--- config.mk ---
export PLATFORM = sky130hd
export DESIGN_NAME = bitmap_find_first_last_unit
export DESIGN_NICKNAME = d
export VERILOG_FILES = /design/src/design/bffl_pkg.sv /design/src/design/bffl_mem.sv /design/src/design/bffl_word_search.sv /design/src/design/bitmap_find_first_last_unit.sv
export VERILOG_INCLUDE_DIRS = /design/src /design/src/design
export SDC_FILE = /design/constraint.sdc
export NUM_CORES = 2
export LEC_CHECK = 0
export BUFFER_PORTS_ARGS = -buffer_cell sky130_fd_sc_hd__buf_2
export CELL_PAD_IN_SITES_DETAIL_PLACEMENT = 1
export CELL_PAD_IN_SITES_GLOBAL_PLACEMENT = 2
export CORE_MARGIN = 5
export CORE_UTILIZATION = 45
export CTS_CLUSTER_DIAMETER = 150
export DETAILED_ROUTE_END_ITERATION = 8
export PLACE_DENSITY_LB_ADDON = 0.12
export SYNTH_ARGS = -nofsm -noshare
export SYNTH_HDL_FRONTEND = slang
export SYNTH_SLANG_ARGS = --single-unit
--- constraint.sdc ---
create_clock -name clk_i -period 8.3 [get_ports clk_i]
set_input_delay 0.83 -clock clk_i [delete_from_list [all_inputs] [get_ports clk_i]]
set_output_delay 0.83 -clock clk_i [all_outputs]
set_load 0.03 [all_outputs]
--- src/design/bitmap_find_first_last_unit_macros.svh ---
// ----------------------------------------------------------------------------
// bitmap find first/last unit assertion macros
// clocked assertion wrappers shared by the bitmap search design
// ----------------------------------------------------------------------------
`ifndef BITMAP_FIND_FIRST_LAST_UNIT_MACROS_SVH
`define BITMAP_FIND_FIRST_LAST_UNIT_MACROS_SVH

`ifndef ASSERT_OFF
// checked at every rising edge, quiet while reset is asserted
`define BFFL_ASSERT(lbl, clk, rstn, prop, msg) \
  lbl: assert property (@(posedge clk) disable iff (!rstn) (prop)) else $error(msg);
// checked at every rising edge, reset included
`define BFFL_ASSERT_ALWAYS(lbl, clk, prop, msg) \
  lbl: assert property (@(posedge clk) (prop)) else $error(msg);
`else
`define BFFL_ASSERT(lbl, clk, rstn, prop, msg)
`define BFFL_ASSERT_ALWAYS(lbl, clk, prop, msg)
`endif

`endif

--- src/design/bffl_pkg.sv ---
// ----------------------------------------------------------------------------
// bffl_pkg
// types and constants of the bitmap find first/last unit
// ----------------------------------------------------------------------------
package bffl_pkg;

  localparam int unsigned WORD_W = 64;
  localparam int unsigned OFF_W  = 6;
  localparam int unsigned IDX_W  = 10;
  localparam int unsigned NUM_W  = 11;
  localparam int unsigned SCAN_W = 6;   // word count of a search, up to 32

  typedef enum logic [2:0] {
    KIND_SET        = 3'd0,
    KIND_GET        = 3'd1,
    KIND_FIND_FIRST = 3'd2,
    KIND_FIND_LAST  = 3'd3,
    KIND_FILL       = 3'd4
  } kind_e;

  typedef enum logic [2:0] {
    ST_INIT,
    ST_IDLE,
    ST_RMW,
    ST_FILL,
    ST_SEARCH,
    ST_RESP
  } state_e;

  // request to the one-word search
  typedef struct packed {
    logic             value;
    logic             from_last;
    logic [OFF_W-1:0] part;      // valid leading bits, 0 means whole word
  } srch_req_t;

  typedef struct packed {
    logic             hit;
    logic [OFF_W-1:0] offset;    // msb-first bit offset in the word
  } srch_res_t;

endpackage

--- src/design/bffl_mem.sv ---
// ----------------------------------------------------------------------------
// bffl_mem
// bit map word store, one write and one registered read port
// ----------------------------------------------------------------------------
module bffl_mem #(
  parameter int unsigned DEPTH = 16,
  parameter int unsigned AW    = 4
) (
  input  logic                           clk_i,
  input  logic                           we_i,
  input  logic [AW-1:0]                  waddr_i,
  input  logic [bffl_pkg::WORD_W-1:0]    wdata_i,
  input  logic                           re_i,
  input  logic [AW-1:0]                  raddr_i,
  output logic [bffl_pkg::WORD_W-1:0]    rdata_o
);

  logic [bffl_pkg::WORD_W-1:0] mem [DEPTH];
  logic [bffl_pkg::WORD_W-1:0] rdata_q;

  always_ff @(posedge clk_i) begin
    if (we_i) begin
      mem[waddr_i] <= wdata_i;
    end
  end

  always_ff @(posedge clk_i) begin
    if (re_i) begin
      rdata_q <= mem[raddr_i];
    end
  end

  assign rdata_o = rdata_q;

endmodule

--- src/design/bffl_word_search.sv ---
// ----------------------------------------------------------------------------
// bffl_word_search
// finds the first or last matching bit of one map word
// ----------------------------------------------------------------------------
module bffl_word_search (
  input  logic [bffl_pkg::WORD_W-1:0] word_i,
  input  bffl_pkg::srch_req_t         req_i,
  output bffl_pkg::srch_res_t         res_o
);

  logic [bffl_pkg::WORD_W-1:0] mask;
  logic [bffl_pkg::WORD_W-1:0] match;
  logic [bffl_pkg::OFF_W-1:0]  off_first;
  logic [bffl_pkg::OFF_W-1:0]  off_last;

  // leading bits only for the partial tail word
  assign mask  = (req_i.part == '0) ? '1 : ~({bffl_pkg::WORD_W{1'b1}} >> req_i.part);
  assign match = (req_i.value ? word_i : ~word_i) & mask;

  always_comb begin
    off_first = '0;
    off_last  = '0;
    for (int i = bffl_pkg::WORD_W - 1; i >= 0; i--) begin
      if (match[bffl_pkg::WORD_W-1-i]) begin
        off_first = bffl_pkg::OFF_W'(i);
      end
    end
    for (int i = 0; i < bffl_pkg::WORD_W; i++) begin
      if (match[bffl_pkg::WORD_W-1-i]) begin
        off_last = bffl_pkg::OFF_W'(i);
      end
    end
  end

  assign res_o.hit    = |match;
  assign res_o.offset = req_i.from_last ? off_last : off_first;

endmodule

--- src/design/bitmap_find_first_last_unit.sv ---
// ----------------------------------------------------------------------------
// bitmap find first/last unit
// set and get load their result from ST_RMW, unused kinds from ST_RESP, each once
// the result register is free; fill loads it as the last word is written
// a search loads it after reading k words at one per cycle, ending at the first
// word with a hit or the last in range, k at most ceil(min(num_elements, 64*NUM_WORDS)/64)
// one item at a time: the next is taken the cycle after a result is loaded
// after reset a clearing pass writes every word to zero before the first item
// ----------------------------------------------------------------------------
`include "bitmap_find_first_last_unit_macros.svh"

module bitmap_find_first_last_unit #(
  parameter int unsigned NUM_WORDS = 16
) (
  input  logic                          clk_i,
  input  logic                          rst_ni,
  // item input
  input  logic                          in_valid_i,
  output logic                          in_stall_o,
  input  logic [2:0]                    kind_i,
  input  logic [bffl_pkg::IDX_W-1:0]    index_i,
  input  logic                          value_i,
  // result output
  output logic                          out_valid_o,
  input  logic                          out_stall_i,
  output logic                          bit_res_o,
  output logic                          found_o,
  output logic [bffl_pkg::IDX_W-1:0]    position_o,
  // num_elements write
  input  logic                          cfg_valid_i,
  output logic                          cfg_ready_o,
  input  logic [bffl_pkg::NUM_W-1:0]    cfg_num_elements_i
);

  localparam int unsigned AddrW   = (NUM_WORDS > 1) ? $clog2(NUM_WORDS) : 1;
  localparam int unsigned MapBits = NUM_WORDS * bffl_pkg::WORD_W;
  localparam int unsigned WselW   = bffl_pkg::IDX_W - bffl_pkg::OFF_W;

  // control state
  bffl_pkg::state_e              state_q, state_d;
  logic [AddrW-1:0]              cnt_q, cnt_d;
  logic [bffl_pkg::SCAN_W-1:0]   iss_q, iss_d;
  logic                          chk_v_q, chk_v_d;
  logic                          out_valid_q, out_valid_d;
  logic [bffl_pkg::NUM_W-1:0]    num_elements_q;

  // item and search payload
  logic [2:0]                    kind_q;
  logic [bffl_pkg::IDX_W-1:0]    idx_q;
  logic                          val_q;
  logic                          range_q;
  logic [bffl_pkg::SCAN_W-1:0]   nw_q;
  logic [bffl_pkg::OFF_W-1:0]    part_q;
  logic [bffl_pkg::SCAN_W-1:0]   chk_w_q, chk_w_d;
  logic                          chk_last_q, chk_last_d;
  logic                          chk_part_q, chk_part_d;
  logic                          bit_res_q, found_q;
  logic [bffl_pkg::IDX_W-1:0]    position_q;

  // combinational
  logic                          in_accept;
  logic                          out_free;
  logic                          out_load;
  logic                          res_bit, res_found;
  logic [bffl_pkg::IDX_W-1:0]    res_pos;
  logic                          mem_we, mem_re;
  logic [AddrW-1:0]              mem_waddr, mem_raddr;
  logic [bffl_pkg::WORD_W-1:0]   mem_wdata, mem_rdata;
  logic [bffl_pkg::NUM_W-1:0]    lim;
  logic [bffl_pkg::SCAN_W-1:0]   nw_calc;
  logic                          in_range;
  logic [bffl_pkg::SCAN_W-1:0]   scan_word;
  logic                          from_last;
  logic                          terminal;
  logic [bffl_pkg::WORD_W-1:0]   bit_mask;
  logic                          sel_bit;
  bffl_pkg::srch_req_t           srch_req;
  bffl_pkg::srch_res_t           srch_res;

  assign in_accept   = in_valid_i && !in_stall_o;
  assign in_stall_o  = (state_q != bffl_pkg::ST_IDLE);
  assign cfg_ready_o = 1'b1;

  // result register frees when empty or taken this cycle
  assign out_free = !out_valid_q || !out_stall_i;

  // search limit saturated to the map size, then in words and tail bits
  assign lim     = (32'(num_elements_q) > MapBits) ? bffl_pkg::NUM_W'(MapBits) : num_elements_q;
  assign nw_calc = bffl_pkg::SCAN_W'((12'(lim) + 12'd63) >> bffl_pkg::OFF_W);

  // set/get word select; index 0 is the msb of word 0
  assign in_range = 32'(index_i[bffl_pkg::IDX_W-1:bffl_pkg::OFF_W]) < NUM_WORDS;
  assign bit_mask = {1'b1, {(bffl_pkg::WORD_W-1){1'b0}}} >> idx_q[bffl_pkg::OFF_W-1:0];
  assign sel_bit  = |(mem_rdata & bit_mask);

  // search walks up from word 0 or down from the last word in range
  assign from_last = (kind_q == bffl_pkg::KIND_FIND_LAST);
  assign scan_word = from_last ? (nw_q - 6'd1 - iss_q) : iss_q;
  assign terminal  = chk_v_q && (srch_res.hit || chk_last_q);

  assign srch_req.value     = val_q;
  assign srch_req.from_last = from_last;
  assign srch_req.part      = chk_part_q ? part_q : '0;

  bffl_word_search u_search (
    .word_i (mem_rdata),
    .req_i  (srch_req),
    .res_o  (srch_res)
  );

  bffl_mem #(
    .DEPTH (NUM_WORDS),
    .AW    (AddrW)
  ) u_mem (
    .clk_i   (clk_i),
    .we_i    (mem_we),
    .waddr_i (mem_waddr),
    .wdata_i (mem_wdata),
    .re_i    (mem_re),
    .raddr_i (mem_raddr),
    .rdata_o (mem_rdata)
  );

  // state register and control
  always_ff @(posedge clk_i or negedge rst_ni) begin
    if (!rst_ni) begin
      state_q        <= bffl_pkg::ST_INIT;
      cnt_q          <= '0;
      iss_q          <= '0;
      chk_v_q        <= 1'b0;
      out_valid_q    <= 1'b0;
      num_elements_q <= 11'd1024;
    end else begin
      state_q     <= state_d;
      cnt_q       <= cnt_d;
      iss_q       <= iss_d;
      chk_v_q     <= chk_v_d;
      out_valid_q <= out_valid_d;
      if (cfg_valid_i && cfg_ready_o) begin
        num_elements_q <= cfg_num_elements_i;
      end
    end
  end

  // item, search and result payload
  always_ff @(posedge clk_i) begin
    if (in_accept) begin
      kind_q  <= kind_i;
      idx_q   <= index_i;
      val_q   <= value_i;
      range_q <= in_range;
      nw_q    <= nw_calc;
      part_q  <= lim[bffl_pkg::OFF_W-1:0];
    end
    chk_w_q    <= chk_w_d;
    chk_last_q <= chk_last_d;
    chk_part_q <= chk_part_d;
    if (out_load) begin
      bit_res_q  <= res_bit;
      found_q    <= res_found;
      position_q <= res_pos;
    end
  end

  // next state, memory access and result
  always_comb begin
    state_d    = state_q;
    cnt_d      = cnt_q;
    iss_d      = iss_q;
    chk_v_d    = chk_v_q;
    chk_w_d    = chk_w_q;
    chk_last_d = chk_last_q;
    chk_part_d = chk_part_q;
    mem_we     = 1'b0;
    mem_waddr  = cnt_q;
    mem_wdata  = '0;
    mem_re     = 1'b0;
    mem_raddr  = AddrW'(index_i[bffl_pkg::IDX_W-1:bffl_pkg::OFF_W]);
    out_load   = 1'b0;
    res_bit    = 1'b0;
    res_found  = 1'b0;
    res_pos    = '0;

    case (state_q)
      bffl_pkg::ST_INIT: begin
        // clearing pass, one word a cycle
        mem_we = 1'b1;
        cnt_d  = cnt_q + 1'b1;
        if (cnt_q == AddrW'(NUM_WORDS - 1)) begin
          cnt_d   = '0;
          state_d = bffl_pkg::ST_IDLE;
        end
      end
      bffl_pkg::ST_IDLE: begin
        if (in_accept) begin
          case (kind_i)
            bffl_pkg::KIND_SET, bffl_pkg::KIND_GET: begin
              mem_re  = 1'b1;
              state_d = bffl_pkg::ST_RMW;
            end
            bffl_pkg::KIND_FILL: begin
              cnt_d   = '0;
              state_d = bffl_pkg::ST_FILL;
            end
            bffl_pkg::KIND_FIND_FIRST, bffl_pkg::KIND_FIND_LAST: begin
              iss_d   = '0;
              chk_v_d = 1'b0;
              state_d = (nw_calc == '0) ? bffl_pkg::ST_RESP : bffl_pkg::ST_SEARCH;
            end
            default: begin
              state_d = bffl_pkg::ST_RESP;
            end
          endcase
        end
      end
      bffl_pkg::ST_RMW: begin
        // read data of the addressed word is here; write back and answer together
        if (out_free) begin
          out_load  = 1'b1;
          res_bit   = (kind_q == bffl_pkg::KIND_GET) && range_q && sel_bit;
          mem_we    = (kind_q == bffl_pkg::KIND_SET) && range_q;
          mem_waddr = AddrW'(idx_q[bffl_pkg::IDX_W-1:bffl_pkg::OFF_W]);
          mem_wdata = val_q ? (mem_rdata | bit_mask) : (mem_rdata & ~bit_mask);
          state_d   = bffl_pkg::ST_IDLE;
        end
      end
      bffl_pkg::ST_FILL: begin
        mem_wdata = {bffl_pkg::WORD_W{val_q}};
        if (cnt_q == AddrW'(NUM_WORDS - 1)) begin
          // last word goes with the result
          if (out_free) begin
            mem_we   = 1'b1;
            out_load = 1'b1;
            cnt_d    = '0;
            state_d  = bffl_pkg::ST_IDLE;
          end
        end else begin
          mem_we = 1'b1;
          cnt_d  = cnt_q + 1'b1;
        end
      end
      bffl_pkg::ST_SEARCH: begin
        if (terminal) begin
          // hold the checked word until the result register frees
          if (out_free) begin
            out_load  = 1'b1;
            res_found = srch_res.hit;
            res_pos   = srch_res.hit ? {chk_w_q[WselW-1:0], srch_res.offset} : '0;
            chk_v_d   = 1'b0;
            state_d   = bffl_pkg::ST_IDLE;
          end
        end else begin
          // read the next word while checking the one read last cycle
          mem_re     = 1'b1;
          mem_raddr  = AddrW'(scan_word);
          iss_d      = iss_q + 1'b1;
          chk_v_d    = 1'b1;
          chk_w_d    = scan_word;
          chk_last_d = (iss_q == nw_q - 6'd1);
          chk_part_d = (scan_word == nw_q - 6'd1) && (part_q != '0);
        end
      end
      bffl_pkg::ST_RESP: begin
        // not found, or a kind with no effect
        if (out_free) begin
          out_load = 1'b1;
          state_d  = bffl_pkg::ST_IDLE;
        end
      end
      default: begin
        state_d = bffl_pkg::ST_IDLE;
      end
    endcase
  end

  always_comb begin
    out_valid_d = out_valid_q;
    if (out_load) begin
      out_valid_d = 1'b1;
    end else if (!out_stall_i) begin
      out_valid_d = 1'b0;
    end
  end

  assign out_valid_o = out_valid_q;
  assign bit_res_o   = bit_res_q;
  assign found_o     = found_q;
  assign position_o  = position_q;

  // a search never writes the map
  `BFFL_ASSERT(a_search_no_write, clk_i, rst_ni, (state_q == bffl_pkg::ST_SEARCH) |-> !mem_we, "map written during a search")
  // a result is only loaded over an empty or departing one
  `BFFL_ASSERT(a_load_free, clk_i, rst_ni, out_load |-> (!out_valid_q || !out_stall_i), "result overwritten while stalled")
  // get and search results never both report
  `BFFL_ASSERT(a_found_no_bit, clk_i, rst_ni, (out_valid_o && found_o) |-> !bit_res_o, "bit_res and found both set")
  // a hit comes from a word inside the search range
  `BFFL_ASSERT(a_hit_in_range, clk_i, rst_ni, (out_load && res_found) |-> (chk_w_q < nw_q), "hit outside search range")
  // nothing enters while the map is being cleared
  `BFFL_ASSERT_ALWAYS(a_init_stall, clk_i, (state_q == bffl_pkg::ST_INIT) |-> (in_stall_o && !out_load), "activity during clearing pass")

endmodule
==> results by group <==
Placed design
  • GPL Wtd Cong: 0.9120
  • Dpl ws: 1539 ps
  • Port Buffers: 43
  • Detailed Place HPWL: 93380 µm

Worst setup path
  • Arr. time, crit path: 7430 ps
  • Crit path max fanout: 86
  • Crit path from: part_q[3]$_DFFE_PP_
  • Crit-path slowest cell: edfxtp_1
  • Critical path type: flip-flop to flip-flop
  • CP max stage delay: 1070 ps
  • WP data required: 8770 ps
  • CP Capture Type: flip-flop
  • CP cell instances: nor4_4 -> nor2_1 -> a21oi_1 -> nor4b_1 -> nand3_1 -> o41a_1 -> inv_4 -> mux2i_4 -> buf_12 -> buf_4 -> a32oi_1 -> a22oi_1 -> nand2_1
  • Critical Path Source Type: flip-flop
  • R2r startpoint: part_q[3]$_DFFE_PP_

Finish
  • Layout area overhead: 11.68%
  • Fin nets: 4112
  • ANT cells: 0
  • Share of cells above drive strength 1: 0.09453
  • Final core occ: 0.5048

Floorplanning
  • Die area: 0.1195 mm²
  • Die width: 345.7 µm
  • Starting Density: 0.4521
  • Die span in y: 345.7 µm
  • # IOs: 45
  • # rows: 123
  • Core Footprint: 0.1122 mm²

Global routing
  • Number of global-route vias before repair: 34782
  • Overflow after GRT: 0
  • Pin count of the biggest net entering global routing: 109
  • Initial antenna violation count: 3
  • First-pass GRT wire length: 237200 µm
  • Tot GR Track Use: 0.2629

Route
  • Post-route ant nets: 0
  • Vias: 34707
  • Final WL: 161800 µm
  • Initial DRC Count: 3439
  • Drt first pass iters: 5
  • Vias per cell: 6.123
  • Drt drc: 0
  • WL per Instance: 28.55 µm

Timing
  • Hold_ws: 168.6 ps
  • Setup TNS Final: 0 ps
  • Final hold viol count: 0
  • # setup viols final: 0
  • Max Slew Vio Count: 0
  • Worst slew margin: 0.1387
  • Final setup margin: 1334 ps
  • Fmax: 0.1436 GHz
  • Period utilisation layout: 0.8393
  • Least-Margin Pin Slew: 1292 ps
  • RSZ-0062 raised after global routing: false
  • Clk_skew: 64.30 ps
  • Final min period: 6966 ps

Logic synthesis
  • Register area share after synthesis: 0.6831
  • Syn Nets: 4094
  • Post-synth ARST share: 0.02245
  • Most frequent cell after synthesis: edfxtp_1
  • Post-synth top cells: edfxtp_1, nand2_1, a21oi_1
  • YS warnings: 0
  • FF+latch count, synth: 1158
  • Syn Area/Cell: 12.51 µm²
  • Synth top area share: 0.6702
  • Area contributors post-synth: edfxtp_1, nand2_1, a21oi_1, mux2i_1, a32oi_1
  • Prevailing post-synth register cell: edfxtp_1
  • Post-synth cell types: 88
  • Syn Inst Count: 4055
  • Cell taking the most area after synthesis: edfxtp_1
  • Post-synth EDFFs: 1132
  • Post-Syn Area: 0.05072 mm²

CTS
  • CTS clk-pin slew, worst paths: 60 ps
  • CTS buffer count: 120
  • Postcts setup bufs: 0
  • Sink Count: 1158
  • CTS Buffer Depth: 3
  • CTS Root Cell: clkbuf_16
  • CTS tree: yes
  • Post-CTS sizing: 0
  • H-tree depth: 3
  • Clk_lat worst skew: 730 ps
  • # hold bufs at CTS: 0

Power and ir drop
  • Max VDD drop: 236.6 µV
  • P per Cell Area: 286.6 mW/mm²
  • Leakage: 19.29 nW
  • Overall power: 0.01623 W

Status
  • Status: complete, no violations

Run
  • Maximum capacitance violations: 0

Worst hold path
  • Min-Delay Path Class: primary input to asynchronous set/reset pin
==> cell type report <==
cell class | count | area, µm²
timing repair buffer | 168 | 1429
tap | 1500 | 1877
multi-input combinational | 2592 | 14880
clock buffer | 149 | 3133
fill | 11258 | 55550
sequential | 1158 | 34650
inverter | 33 | 126.4
clock inverter | 68 | 544.3
==> cell families (layout without fill, tap and decap cells) <==
group,Yosys count,after routing,synth area share
AO/OA/AOI/OAI,1012,1012,0.1248
flip-flops,1158,1158,0.6831
multiplexers,175,175,0.03501
XOR/XNOR,77,77,0.01330
other,2,2,0.0001481
buffers and inverters,305,418,0.02817
adder cells (fa/ha/maj),9,9,0.002368
AND/OR/NAND/NOR,1317,1317,0.1131
==> where the power goes <==
group	internal, W	switching, W
Combinational	0.000940	0.00257
Sequential	0.00731	0.000321
Clock	0.00285	0.00224
Total	0.0111	0.00513
==> worst max-delay path: cells and delay by family (launching register included) <==
kind            cells  cell delay [ps]
buf+inv             3             1510
compound gates      4             1530
mux                 1              350
flops               1             1070
simple gates        5             2080
==> cells in the final DEF (no fill, tap or decap), types with 17 or more instances in the layout <==
cell type,n
nand2_1,790
clkinv_1,34
dfrtp_1,24
nor3_1,33
buf_4,103
edfxtp_1,1132
a31oi_1,23
clkinv_2,18
o22ai_1,75
a22oi_1,75
xnor2_1,51
xor2_1,26
a21oi_1,426
nor2b_1,22
mux2i_1,157
a32oi_1,133
nor2_4,17
nor2_1,147
buf_12,22
nand3_1,145
nand2b_1,43
inv_1,31
o21ai_0,137
clkbuf_16,121
clkbuf_1,28
buf_2,43
==> flip-flops by register name (all words and copies together), names as in the netlist <==
register        flops
bit_res_o           1
chk_last_q          1
chk_part_q          1
chk_v_q             1
chk_w_q             4
cnt_q               4
found_o             1
idx_q              10
iss_q               6
kind_q              3
num_elements_q     11
nw_q                6
out_valid_o         1
part_q              6
position_o         10
state_q             3
u_mem.mem        1024
u_mem.rdata_o      64
val_q               1
==> final timing paths <==
kind / endpoint / slack, ps / cells after the start
max in group asynchronous: state_q[0]$_DFFE_PN0P_ / 7660 / 1
hold / removal: state_q[2]$_DFFE_PN0P_ / 170 / 1
setup / recovery: u_mem.rdata_o[8]$_DFFE_PP_ / 1330 / 13
setup reg to reg: u_mem.rdata_o[8]$_DFFE_PP_ / 1330 / 13
min in group clk_i: idx_q[1]$_DFFE_PP_ / 310 / 1
hold reg to reg: position_o[9]$_SDFFCE_PN0P_ / 510 / 1
==> metrics by stage <==
step / area, µm² / instances
2_1_floorplan: 50720 / 4055
3_3_place_gp: 52960 / 5451
3_5_place_dp: 52960 / 5451
4_1_cts: 56640 / 5668
5_1_grt: 56640 / 5668
6_report: 56640 / 5668
==> layer usage <==
| layer | track usage | vias up | part of all wire |
|---|---|---|---|
| met5 | 0 | - | 0 |
| met4 | 0.06298 | 0 | 0.024 |
| met3 | 0.03392 | 242 | 0.058 |
| met2 | 0.4233 | 1098 | 0.47 |
| met1 | 0.3839 | 18045 | 0.45 |
| li1 | - | 15322 | - |
Power figures use the tool's default switching activity.
